## src/rtl/core/spq_pkg.sv

```systemverilog
// ----------------------------------------------------------------------------
// spq_pkg
// Types and codes shared by the sorted priority queue.
// ----------------------------------------------------------------------------
`timescale 1ns / 1ps

package spq_pkg;

	localparam int DEF_CAPACITY = 128;

	localparam logic [1:0] REQ_INSERT = 2'd0;
	localparam logic [1:0] REQ_REMOVE = 2'd1;
	localparam logic [1:0] REQ_PEEK   = 2'd2;
	localparam logic [1:0] REQ_NOP    = 2'd3;

	localparam logic [1:0] ST_OK    = 2'd0;
	localparam logic [1:0] ST_FULL  = 2'd1;
	localparam logic [1:0] ST_EMPTY = 2'd2;

	typedef struct packed {
		logic [1:0]  req_type;
		logic [15:0] entry_tag;
		logic [15:0] entry_time;
		logic [23:0] entry_price;
	} req_t;

	typedef struct packed {
		logic [1:0]  status;
		logic [15:0] head_tag;
		logic [15:0] head_time;
		logic [23:0] head_price;
		logic [7:0]  fill_count;
	} rsp_t;

	typedef struct packed {
		logic [15:0] tag;
		logic [15:0] dep_time;
		logic [23:0] price;
	} entry_t;

	typedef struct packed {
		logic   ins;
		logic   rem;
		entry_t item;
	} cell_ctl_t;

endpackage

```

## src/rtl/core/spq_cell.sv

```systemverilog
// ----------------------------------------------------------------------------
// spq_cell
// One slot of the sorted chain: compares the new key, shifts right on
// insert and left on remove.
// ----------------------------------------------------------------------------
`timescale 1ns / 1ps

module spq_cell #(
	parameter int IDX   = 0,
	parameter int CNT_W = $clog2(spq_pkg::DEF_CAPACITY + 1)
) (
	input  logic               clk,
	input  spq_pkg::cell_ctl_t ctl,
	input  logic [CNT_W-1:0]   count,
	input  spq_pkg::entry_t    left_entry,
	input  logic               left_behind,
	input  spq_pkg::entry_t    right_entry,
	output spq_pkg::entry_t    entry,
	output logic               behind
);

	spq_pkg::entry_t entry_q;
	logic            occ;
	logic            tail;
	logic            later;

	assign occ   = CNT_W'(IDX) < count;
	assign tail  = CNT_W'(IDX) == count;
	assign later = (entry_q.dep_time > ctl.item.dep_time) ||
		((entry_q.dep_time == ctl.item.dep_time) && (entry_q.price < ctl.item.price));
	assign behind = occ && later;
	assign entry  = entry_q;

	always_ff @(posedge clk) begin
		if (ctl.ins && (behind || tail)) begin
			entry_q <= left_behind ? left_entry : ctl.item;
		end else if (ctl.rem) begin
			entry_q <= right_entry;
		end
	end

endmodule

```

## config.mk

```make
export PLATFORM = sky130hd
export DESIGN_NAME = spq_cell
export DESIGN_NICKNAME = d
export VERILOG_FILES = /design/src/rtl/core/spq_pkg.sv /design/src/rtl/core/spq_cell.sv
export SDC_FILE = /design/constraint.sdc
export NUM_CORES = 1
export LEC_CHECK = 0
export ABC_AREA = 1
export BUFFER_PORTS_ARGS = -buffer_cell sky130_fd_sc_hd__buf_2
export CAP_MARGIN = 20
export CORE_UTILIZATION = 30
export DETAILED_ROUTE_END_ITERATION = 6
export GPL_TIMING_DRIVEN = 0
export PLACE_DENSITY_LB_ADDON = 0.2
export SYNTH_ARGS = -nofsm -noshare
export SYNTH_HDL_FRONTEND = slang
export SYNTH_SLANG_ARGS = --single-unit
```

## constraint.sdc

```tcl
create_clock -name clk -period 4.5 [get_ports clk]
set_input_delay 0.45 -clock clk [delete_from_list [all_inputs] [get_ports clk]]
set_output_delay 0.45 -clock clk [all_outputs]
set_load 0.02 [all_outputs]
```

==> flow_summary_export.csv, run 1 <==
group,metric,value,unit
run_status,status,"completed",
synth,synth_compound_area_share,6.96,%
synth,synth.top_cell.area_share,40.0,%
worst_setup_path,crit_type,"flop to flop",
synth,synth.most_common_cell,"nand2_1",
clock_network,clk_pin_slew_worst_paths,0.08,ns
worst_hold_path,hp-class,"primary input to flop",
timing,finalCritPeriodShare,65.0,%
synth,synth_fa_ha_area_share,11.6,%
cells_and_area,final_core_util,42.7,%
cells_and_area,largest_reg_flops,56,
cells_and_area,area_growth_syn_to_layout,36.7,%
power,cellLeakagePower,3.13,nW
clock_network,cts_root_buf,"clkbuf_16",
detailed_routing,ant_nets,0,
synth,ys_ff_latch,56,
synth,synthSimpleGateAreaFrac,27.7,%
synth,ys_types,22,
synth,synth_commonest_cells,"nand2_1 (207), nand3_1 (60), edfxtp_1 (56), inv_1 (56), o21ai_0 (40)",
floorplanning,die_area,14500,um^2
worst_setup_path,worstRegToRegCells,13,
placement,io_buffers,235,
timing,max_slew_margin,45.4,%
floorplanning,dieHeight,120,um
placement,dpl_cell_area,5610,um^2
synth,syn_area,4210,um^2
detailed_routing,finalWirelength,13.6,mm
timing,finalCriticalPeriod,2.92,ns
timing,fmax,342,MHz
job,cap_violations,0,
grt,grt_pass1_vias,4509,
synth,synth_ff_type,"edfxtp_1",
synth,synth_top_family_by_area,"simple AND/OR/NAND/NOR gates",
cells_and_area,final_cell_area,5750,um^2
power,p_int,1.15,mW
floorplanning,num_rows,42,
power,p_sw,669,uW
detailed_routing,avgViaCountPerCell,4.64,
clock_network,cts_hold_buf,0,
timing,drv_slew,0,
synth,synth-xor-area-share,0,%
cells_and_area,drive_gt1_share,35.5,%
power,p_sw_share,36.7,%
clock_network,cts_resized,0,
cells_and_area,regArea,1680,um^2
worst_hold_path,min_path_cells,3,
grt,grt_max_degree,57,
floorplanning,ios,237,
clock_network,cts_sinks,56,
timing,hold_ws,0.404,ns
cells_and_area,nFillCells,1446,
synth,async_flop_share,0,%
worst_setup_path,setup.worst_path.end_class,"flop",
detailed_routing,drc,0,
grt,overflow,0,
worst_setup_path,cp.required,4.43,ns
synth,syn_avg_cell_area,7.80,um^2
synth,synthTopCellsByArea,"edfxtp_1 (40%), nand2_1 (18%), ha_1 (12%), nand3_1 (7.1%), inv_1 (5.0%)",
power,power_density,317,nW/um^2
worst_setup_path,critPathArrivalTime,2.86,ns
cells_and_area,final_cells,958,
clock_network,clk_latency,0.31,ns
clock_network,cts_tree,"done",
worst_setup_path,critPathMaxFanout,56,
synth,syn_inst,539,
synth,syn_nets,758,
power,vdd_drop_max,0.198,mV
floorplanning,die_x,120,um
cells_and_area,insertedDiodeCount,0,
power,p_seq_share,39.7,%
clock_network,ctsLongestPathBuffers,2,
timing,setup_viol,0,
detailed_routing,drt_pass1_iterations,4,
placement,place_inst,950,
synth,synth_edf_count,56,
grt,grtUsageTotal,19.0,%
power,power_frac_clock,22.2,%
clock_network,cts.htree.levels,2,
cells_and_area,multiInputGateArea,2160,um^2
worst_setup_path,startpoint_type,"flop",
clock_network,cts_buffers,5,
synth,ys_warn_count,0,
synth,ys_seq_area_share,40.0,%
synth,muxShareOfSynthArea,4.82,%
floorplanning,core_area,13500,um^2
floorplanning,start_util,31.3,%
clock_network,cts_setup_buffers,0,
timing,hold_viol,0,
cells_and_area,final_nets,1000,
timing,tightest_slew,0.819,ns
placement,routabilityCongestion,0.863,
timing,rsz0062_at_grt,"no",
detailed_routing,vias,4446,
detailed_routing,dr.first_iter.drc_count,197,
power,comb_power_share,38.1,%
placement,post-dp-hpwl,10.6,mm
synth,yosys.area.top_type,"edfxtp_1",
detailed_routing,wl_per_cell,14.2,um
timing,fin_skew,0.00828,ns
grt,antenna_found_initial,0,
grt,grt_pass1_wl,21.3,mm
power,power,1.82,mW
[power by group through the flow]
| stage | combinational [mW] | clock (mW) | sequential, mW |
|---|---|---|---|
| 2_1_floorplan | 0.329 | 0 | 0.835 |
| 3_3_place_gp | 0.694 | 0 | 0.737 |
| 3_5_place_dp | 0.702 | 0 | 0.736 |
| 5_1_grt | 0.779 | 0.435 | 0.733 |
| 6_report | 0.694 | 0.405 | 0.724 |
| 4_1_cts | 0.705 | 0.425 | 0.725 |
[path summary, 6_finish.rpt]
check	startpoint	end	slack (ns)
setup / recovery	entry[38]	entry[15]	1.58
hold / removal	right_entry[38]	entry[38]	0.40
setup reg to reg	entry[38]	entry[15]	1.58
hold reg to reg	entry[7]	entry[3]	1.34
[cells in the final DEF (no fill, tap or decap)]
master	n
o21a_1	1
buf_6	5
clkinv_1	1
clkbuf_1	13
mux2_2	18
clkinvlp_4	1
buf_4	4
nor3_1	2
nand3_1	60
inv_1	56
nand2_1	206
buf_2	240
nand2_4	1
clkbuf_16	5
a21oi_1	14
nor4_1	2
ha_1	39
nor2_2	2
nand3_2	1
a21boi_0	1
a21o_1	1
nand2_2	1
edfxtp_1	56
buf_1	2
o21ai_0	40
nor2_1	10
[critical path, cell delays in order (launching register included)]
cell	delay (ns)
edfxtp_1	0.42
ha_1	0.30
nand2_1	0.07
nor2_2	0.12
nand2_1	0.10
nor2_2	0.16
nand3_1	0.09
nor2_1	0.09
nand2_1	0.08
nand3_2	0.10
nand2_2	0.07
buf_6	0.15
buf_6	0.15
nand2_4	0.60
[layout make-up]
class | count | share of cell area, %
Tap cell | 176 | 3.83
Sequential cell | 56 | 29.2
Multi-Input combinational cell | 399 | 37.5
Buffer | 28 | 2.85
Inverter | 56 | 3.66
Timing Repair Buffer | 235 | 20.5
Clock inverter | 2 | 0.196
Clock buffer | 6 | 2.24
[metal layers]
layer | vias up | track usage, % | part of all wire [%]
met5 | - | 0 | 0
met4 | 0 | 7.10 | 1.9
met3 | 16 | 4.34 | 8.6
met1 | 1971 | 22.5 | 43
li1 | 2257 | - | -
met2 | 202 | 33.2 | 47
[metrics by stage]
step / worst slack (ns) / TNS [ns]
2_1_floorplan: 1.06 / 0
3_3_place_gp: -0.0484 / -2.50
3_5_place_dp: 1.31 / 0
4_1_cts: 1.49 / 0
5_1_grt: 1.22 / 0
6_report: 1.58 / 0
[logic make-up after synthesis]
family                     Yosys count
AOI/OAI and AO/OA                   57
adders and majority gates           39
buffers and inverters               84
DFF                                 56
muxes                               18
and+or+nand+nor                    285
Note: power is estimated with default switching activity, not from simulation.
==> inputs of run 2 (changes only) <==
--- a/config.mk
+++ b/config.mk
@@ -5,7 +5,7 @@
 export SDC_FILE = /design/constraint.sdc
 export NUM_CORES = 1
 export LEC_CHECK = 0
-export ABC_AREA = 1
+export ABC_AREA = 0
 export BUFFER_PORTS_ARGS = -buffer_cell sky130_fd_sc_hd__buf_2
 export CAP_MARGIN = 20
 export CORE_UTILIZATION = 30
==> constraint.sdc (replaced) <==
create_clock -name clk -period 2.7 [get_ports clk]
set_input_delay 0.27 -clock clk [delete_from_list [all_inputs] [get_ports clk]]
set_output_delay 0.27 -clock clk [all_outputs]
set_load 0.02 [all_outputs]
==> flow_summary_export.csv, run 2 <==
group,metric,value,unit
run_status,status,"finished with violations",
run_status,failed_checks,"setup timing",
worst_setup_path,r2r_end,"entry[47]",
synth,ys_warn_count,0,
worst_setup_path,ff2ff_setup_slack,-0.18,ns
detailed_routing,dr.first_iter.drc_count,99,
clock_network,clk_latency,0.30,ns
worst_setup_path,critPathCapture,"entry[47]",
timing,fin_skew,0.0136,ns
synth,ys_types,27,
floorplanning,ios,237,
job,cap_violations,0,
cells_and_area,final_cell_mix,"buf_2 (234), mux2_2 (65), edfxtp_1 (56)",
worst_setup_path,setup.worst_path.end_class,"flop",
cells_and_area,final_nets,849,
floorplanning,dieHeight,117,um
floorplanning,num_rows,41,
grt,grt_max_degree,16,
cells_and_area,final_cell_area,5850,um^2
placement,place_inst,775,
timing,tightest_slew,0.640,ns
synth,ys_ff_latch,56,
worst_setup_path,crit_path_start,"entry[8]",
cells_and_area,nFillCells,1263,
floorplanning,start_util,31.0,%
placement,io_buffers,235,
placement,preCtsSetupSlack,-0.796,ns
synth,async_flop_share,0,%
synth,synth.top_cell.area_share,42.4,%
synth,syn_nets,587,
worst_setup_path,crit_type,"flop to flop",
cells_and_area,layout_commonest_cell,"buf_2",
worst_setup_path,reg2reg_from,"entry[8]",
cells_and_area,final_cells,802,
power,power_density,491,nW/um^2
timing,max_slew_margin,57.3,%
floorplanning,core_area,12800,um^2
detailed_routing,highest_layer,"met4",
synth,synth.most_common_cell,"mux2_2",
detailed_routing,finalWirelength,12.8,mm
detailed_routing,drc,0,
synth,syn_avg_cell_area,10.8,um^2
cells_and_area,insertedDiodeCount,0,
timing,rsz0062_at_grt,"yes",
worst_hold_path,min_path_cells,2,
timing,finalCriticalPeriod,2.88,ns
synth,yosys.area.top_type,"edfxtp_1",
clock_network,cts_sinks,56,
detailed_routing,avgViaCountPerCell,4.69,
synth,syn_inst,368,
worst_setup_path,cp.required,2.76,ns
cells_and_area,regArea,1680,um^2
floorplanning,die_area,13700,um^2
detailed_routing,drt_pass1_iterations,4,
grt,grt_pass1_wl,18.5,mm
grt,grt_pass1_vias,3756,
timing,setup_viol,112,
worst_hold_path,hp-class,"primary input to flop",
grt,antenna_found_initial,0,
detailed_routing,ant_nets,0,
timing,finalCritPeriodShare,107,%
detailed_routing,wl_met2,6.37,mm
worst_setup_path,worstRegToRegCells,11,
cells_and_area,largest_reg_flops,56,
cells_and_area,multiInputGateArea,2250,um^2
synth,synth_ff_type,"edfxtp_1",
detailed_routing,wl_met3,673,um
synth,synth_commonest_cells,"mux2_2 (69), edfxtp_1 (56), nand2_1 (45), o21ai_0 (44)",
power,cellLeakagePower,2.86,nW
clock_network,cts_root_buf,"clkbuf_16",
timing,timing.final.ws_setup,-0.183,ns
synth,synth_edf_count,56,
detailed_routing,vias,3760,
power,vdd_drop_max,0.268,mV
cells_and_area,final_core_util,45.8,%
clock_network,clk_pin_slew_worst_paths,0.08,ns
placement,post-dp-hpwl,9.53,mm
timing,fmax,347,MHz
placement,dpl_cell_area,5410,um^2
clock_network,ctsLongestPathBuffers,2,
synth,synthTopCellsByArea,"edfxtp_1 (42%), mux2_2 (20%), ha_1 (12%), o21ai_0 (5.6%), nand2_1 (4.3%)",
placement,routabilityCongestion,0.743,
clock_network,cts_buffers,5,
detailed_routing,m1WireLength,5.62,mm
cells_and_area,area_growth_syn_to_layout,47.6,%
grt,overflow,0,
worst_setup_path,critPathMaxFanout,12,
clock_network,cts.htree.levels,2,
synth,syn_area,3960,um^2
timing,hold_viol,0,
grt,grtUsageTotal,18.2,%
floorplanning,die_x,117,um
synth,ys_seq_area_share,42.4,%
clock_network,cts_tree,"done",
cells_and_area,drive_gt1_share,55.2,%
detailed_routing,wl_per_cell,16.0,um
worst_setup_path,critPathArrivalTime,2.94,ns
timing,drv_slew,0,
worst_setup_path,startpoint_type,"flop",
run 2: changes by cell type after synthesis, moves of 5 or more:
cell,before,now
nand4_1,0,9
mux2_1,0,5
nand3_1,60,3
inv_1,56,39
mux2_2,18,69
nand2_1,207,45
clkbuf_1,12,6
run 2: worst min path at each step:
stage | start | endpoint | slack [ns]
2_1_floorplan | right_entry[27] | entry[27] | 0.47
3_3_place_gp | right_entry[41] | entry[41] | 0.56
5_1_grt | right_entry[36] | entry[36] | 0.26
3_5_place_dp | right_entry[42] | entry[42] | 0.57
6_report | right_entry[42] | entry[42] | 0.27
4_1_cts | right_entry[42] | entry[42] | 0.26
run 2: cell type report:
cell class              instances  share of cell area, %
multi-input cells             264                   38.5
flip-flops and latches         56                   28.7
repair buffers                248                   22.2
well taps                     172                   3.68
inverters                      39                   2.50
clock buffers                   6                   2.20
plain buffers                  16                   2.01
clock inverters                 1                 0.0856
run 2: per-stage QoR:
| step | setup TNS (ns) | total power, mW | hold slack (ns) |
|---|---|---|---|
| floorplan | -6.93 | 1.78 | 0.474 |
| global placement | -68.30 | 2.13 | 0.558 |
| detailed placement | -67.12 | 2.15 | 0.569 |
| CTS | -18.46 | 2.90 | 0.258 |
| global route | -37.88 | 3.04 | 0.256 |
| finish | -12.99 | 2.87 | 0.267 |
run 2: where the power goes:
part / leakage [nW] / switching, mW / internal, mW / total (mW)
clock network: 0.0667 / 0.310 / 0.339 / 0.650
registers: 0.559 / 0.0563 / 1.11 / 1.17
logic: 2.23 / 0.557 / 0.497 / 1.05
total: 2.86 / 0.924 / 1.95 / 2.87
run 2: logic make-up (layout without fill, tap and decap cells):
family	count (synthesis)	count (layout)	share of synthesized area, %
flops	56	56	42.4
compound gates	70	70	9.63
simple gates	74	81	8.59
fa+ha+maj	39	39	12.3
mux	74	74	21.0
buf+inv	55	310	6.03
run 2: worst max-delay path, cell delays in order (launching register included):
cell      delay [ns]
edfxtp_1        0.43
ha_1            0.30
nand4_1         0.17
nor4_4          0.35
buf_4           0.16
a21oi_1         0.06
o21ai_0         0.10
nor3_2          0.11
o31ai_4         0.25
buf_6           0.20
buf_12          0.16
mux2_2          0.34
run 2: routing by layer:
metal,up-vias,track usage [%]
li1,1868,-
met3,9,3.24
met4,0,4.39
met5,-,0
met2,131,32.3
met1,1752,22.9
run 2: what timing repair did:
item / CTS / global route
gates resized for setup: 20 / 3
setup endpoints to repair: 113 / 113
endpoints found under the hold margin: 0 / 0
cloned: 8 / 0
pin swaps: 3 / 4
buffers inserted: 9 / 3
hold buffers: 0 / 0
==> inputs of run 3 (changes only) <==
==> constraint.sdc (replaced) <==
create_clock -name clk -period 3.6 [get_ports clk]
set_input_delay 0.36 -clock clk [delete_from_list [all_inputs] [get_ports clk]]
set_output_delay 0.36 -clock clk [all_outputs]
set_load 0.02 [all_outputs]
==> flow_summary_export.csv, run 3 (synthesis gave the netlist of run 2 again) <==
group,metric,value,unit
run_status,status,"completed",
power,power_density,372,nW/um^2
cells_and_area,drive_gt1_share,52.4,%
detailed_routing,drc,0,
grt,grtUsageTotal,16.4,%
clock_network,cts.htree.levels,2,
timing,rsz0062_at_grt,"no",
clock_network,cts_tree,"done",
timing,max_slew_margin,51.7,%
detailed_routing,avgViaCountPerCell,4.57,
power,p_sw_share,31.7,%
worst_setup_path,critPathMaxFanout,28,
worst_hold_path,hp-class,"primary input to flop",
worst_setup_path,critPathArrivalTime,3.15,ns
timing,hold_ws,0.358,ns
cells_and_area,final_cell_area,5510,um^2
timing,finalCriticalPeriod,3.19,ns
placement,dpl_cell_area,5360,um^2
clock_network,clk_pin_slew_worst_paths,0.07,ns
clock_network,cts_sinks,56,
power,p_sw,650,uW
clock_network,cts_resized,0,
timing,tightest_slew,0.724,ns
clock_network,cts_setup_buffers,0,
grt,grt_pass1_wl,16.8,mm
clock_network,cts_hold_buf,0,
floorplanning,start_util,31.0,%
floorplanning,die_area,13700,um^2
timing,fmax,313,MHz
grt,grt_pass1_vias,3441,
power,power,2.05,mW
floorplanning,num_rows,41,
detailed_routing,wl_per_cell,14.9,um
floorplanning,die_x,117,um
grt,antenna_found_initial,2,
cells_and_area,final_nets,830,
cells_and_area,largest_reg_flops,56,
grt,grt_max_degree,57,
clock_network,ctsLongestPathBuffers,2,
power,p_int,1.40,mW
clock_network,cts_root_buf,"clkbuf_16",
power,cellLeakagePower,2.66,nW
timing,hold_viol,0,
job,cap_violations,0,
timing,finalCritPeriodShare,88.7,%
clock_network,cts_buffers,5,
worst_setup_path,startpoint_type,"flop",
placement,post-dp-hpwl,9.12,mm
cells_and_area,area_growth_syn_to_layout,39.0,%
timing,setup_viol,0,
detailed_routing,finalWirelength,11.6,mm
placement,io_buffers,235,
power,power_frac_clock,23.3,%
cells_and_area,layout_commonest_cell,"buf_2",
worst_hold_path,min_path_cells,2,
detailed_routing,drt_pass1_iterations,4,
worst_setup_path,crit_type,"flop to flop",
detailed_routing,dr.first_iter.drc_count,102,
power,vdd_drop_max,0.162,mV
cells_and_area,insertedDiodeCount,0,
cells_and_area,final_cells,783,
timing,fin_skew,0.0103,ns
floorplanning,dieHeight,117,um
worst_setup_path,worstRegToRegCells,10,
cells_and_area,final_cell_mix,"buf_2 (237), mux2_2 (69), edfxtp_1 (56)",
power,comb_power_share,34.1,%
floorplanning,ios,237,
placement,routabilityCongestion,0.752,
detailed_routing,vias,3579,
grt,overflow,0,
clock_network,clk_latency,0.30,ns
placement,place_inst,775,
worst_setup_path,cp.required,3.56,ns
cells_and_area,final_core_util,43.1,%
power,p_seq_share,42.6,%
worst_setup_path,setup.worst_path.end_class,"flop",
detailed_routing,ant_nets,0,
timing,drv_slew,0,
floorplanning,core_area,12800,um^2
==> run 3: cell types whose count changed in the layout (fill, tap and decap cells not counted), sizes merged <==
cell	previous run	this run
buf	257	245
nand2b	8	2
clkbuf	13	11
clkinv	1	2
==> run 3: cell type report <==
| cell class | instances | area, um^2 |
|---|---|---|
| fill | 1289 | 7260 |
| clock inverter | 2 | 7.51 |
| clock buffer | 5 | 125 |
| tap | 172 | 215 |
| buffer | 16 | 92.6 |
| timing repair buffer | 235 | 1180 |
| multi-input combinational | 258 | 2060 |
| inverter | 39 | 146 |
| sequential | 56 | 1680 |
==> run 3: power by group through the flow <==
stage / combinational, mW / clock, mW / sequential (mW)
2_1_floorplan: 0.325 / 0 / 0.996
5_1_grt: 0.775 / 0.519 / 0.883
3_3_place_gp: 0.696 / 0 / 0.888
3_5_place_dp: 0.706 / 0 / 0.889
4_1_cts: 0.709 / 0.504 / 0.875
6_report: 0.700 / 0.478 / 0.873
==> run 3: worst max-delay path, cell delays in order (launching register included) <==
cell and delay, ns:
edfxtp_1 0.40, ha_1 0.31, nand4_1 0.19, nor4_1 0.49
nand4_1 0.16, a21oi_1 0.23, nor3_2 0.09, o31ai_2 0.27
buf_6 0.23, buf_6 0.19, nand2b_4 0.27
==> run 3: path summary, 6_finish.rpt <==
path	start	end	slack, ns
max	entry[21]	entry[23]	0.41
min	right_entry[34]	entry[34]	0.36
max reg2reg	entry[21]	entry[23]	0.41
min reg2reg	entry[23]	entry[5]	1.37
==> run 3: stage by stage <==
stage                     TNS [ns]  worst slack, ns
after detailed placement         0          0.00642
after CTS                        0           0.0625
after global placement      -27.05           -0.487
after global routing             0            0.116
after floorplan                  0            0.390
final                            0            0.406
==> run 3: metal layers <==
metal	vias to the layer above	global-route usage [%]	wire length, um
met3	12	3.40	642
met5	-	0	27
met4	4	4.30	108
met1	1628	19.5	4960
li1	1820	-	-
met2	115	30.1	5900
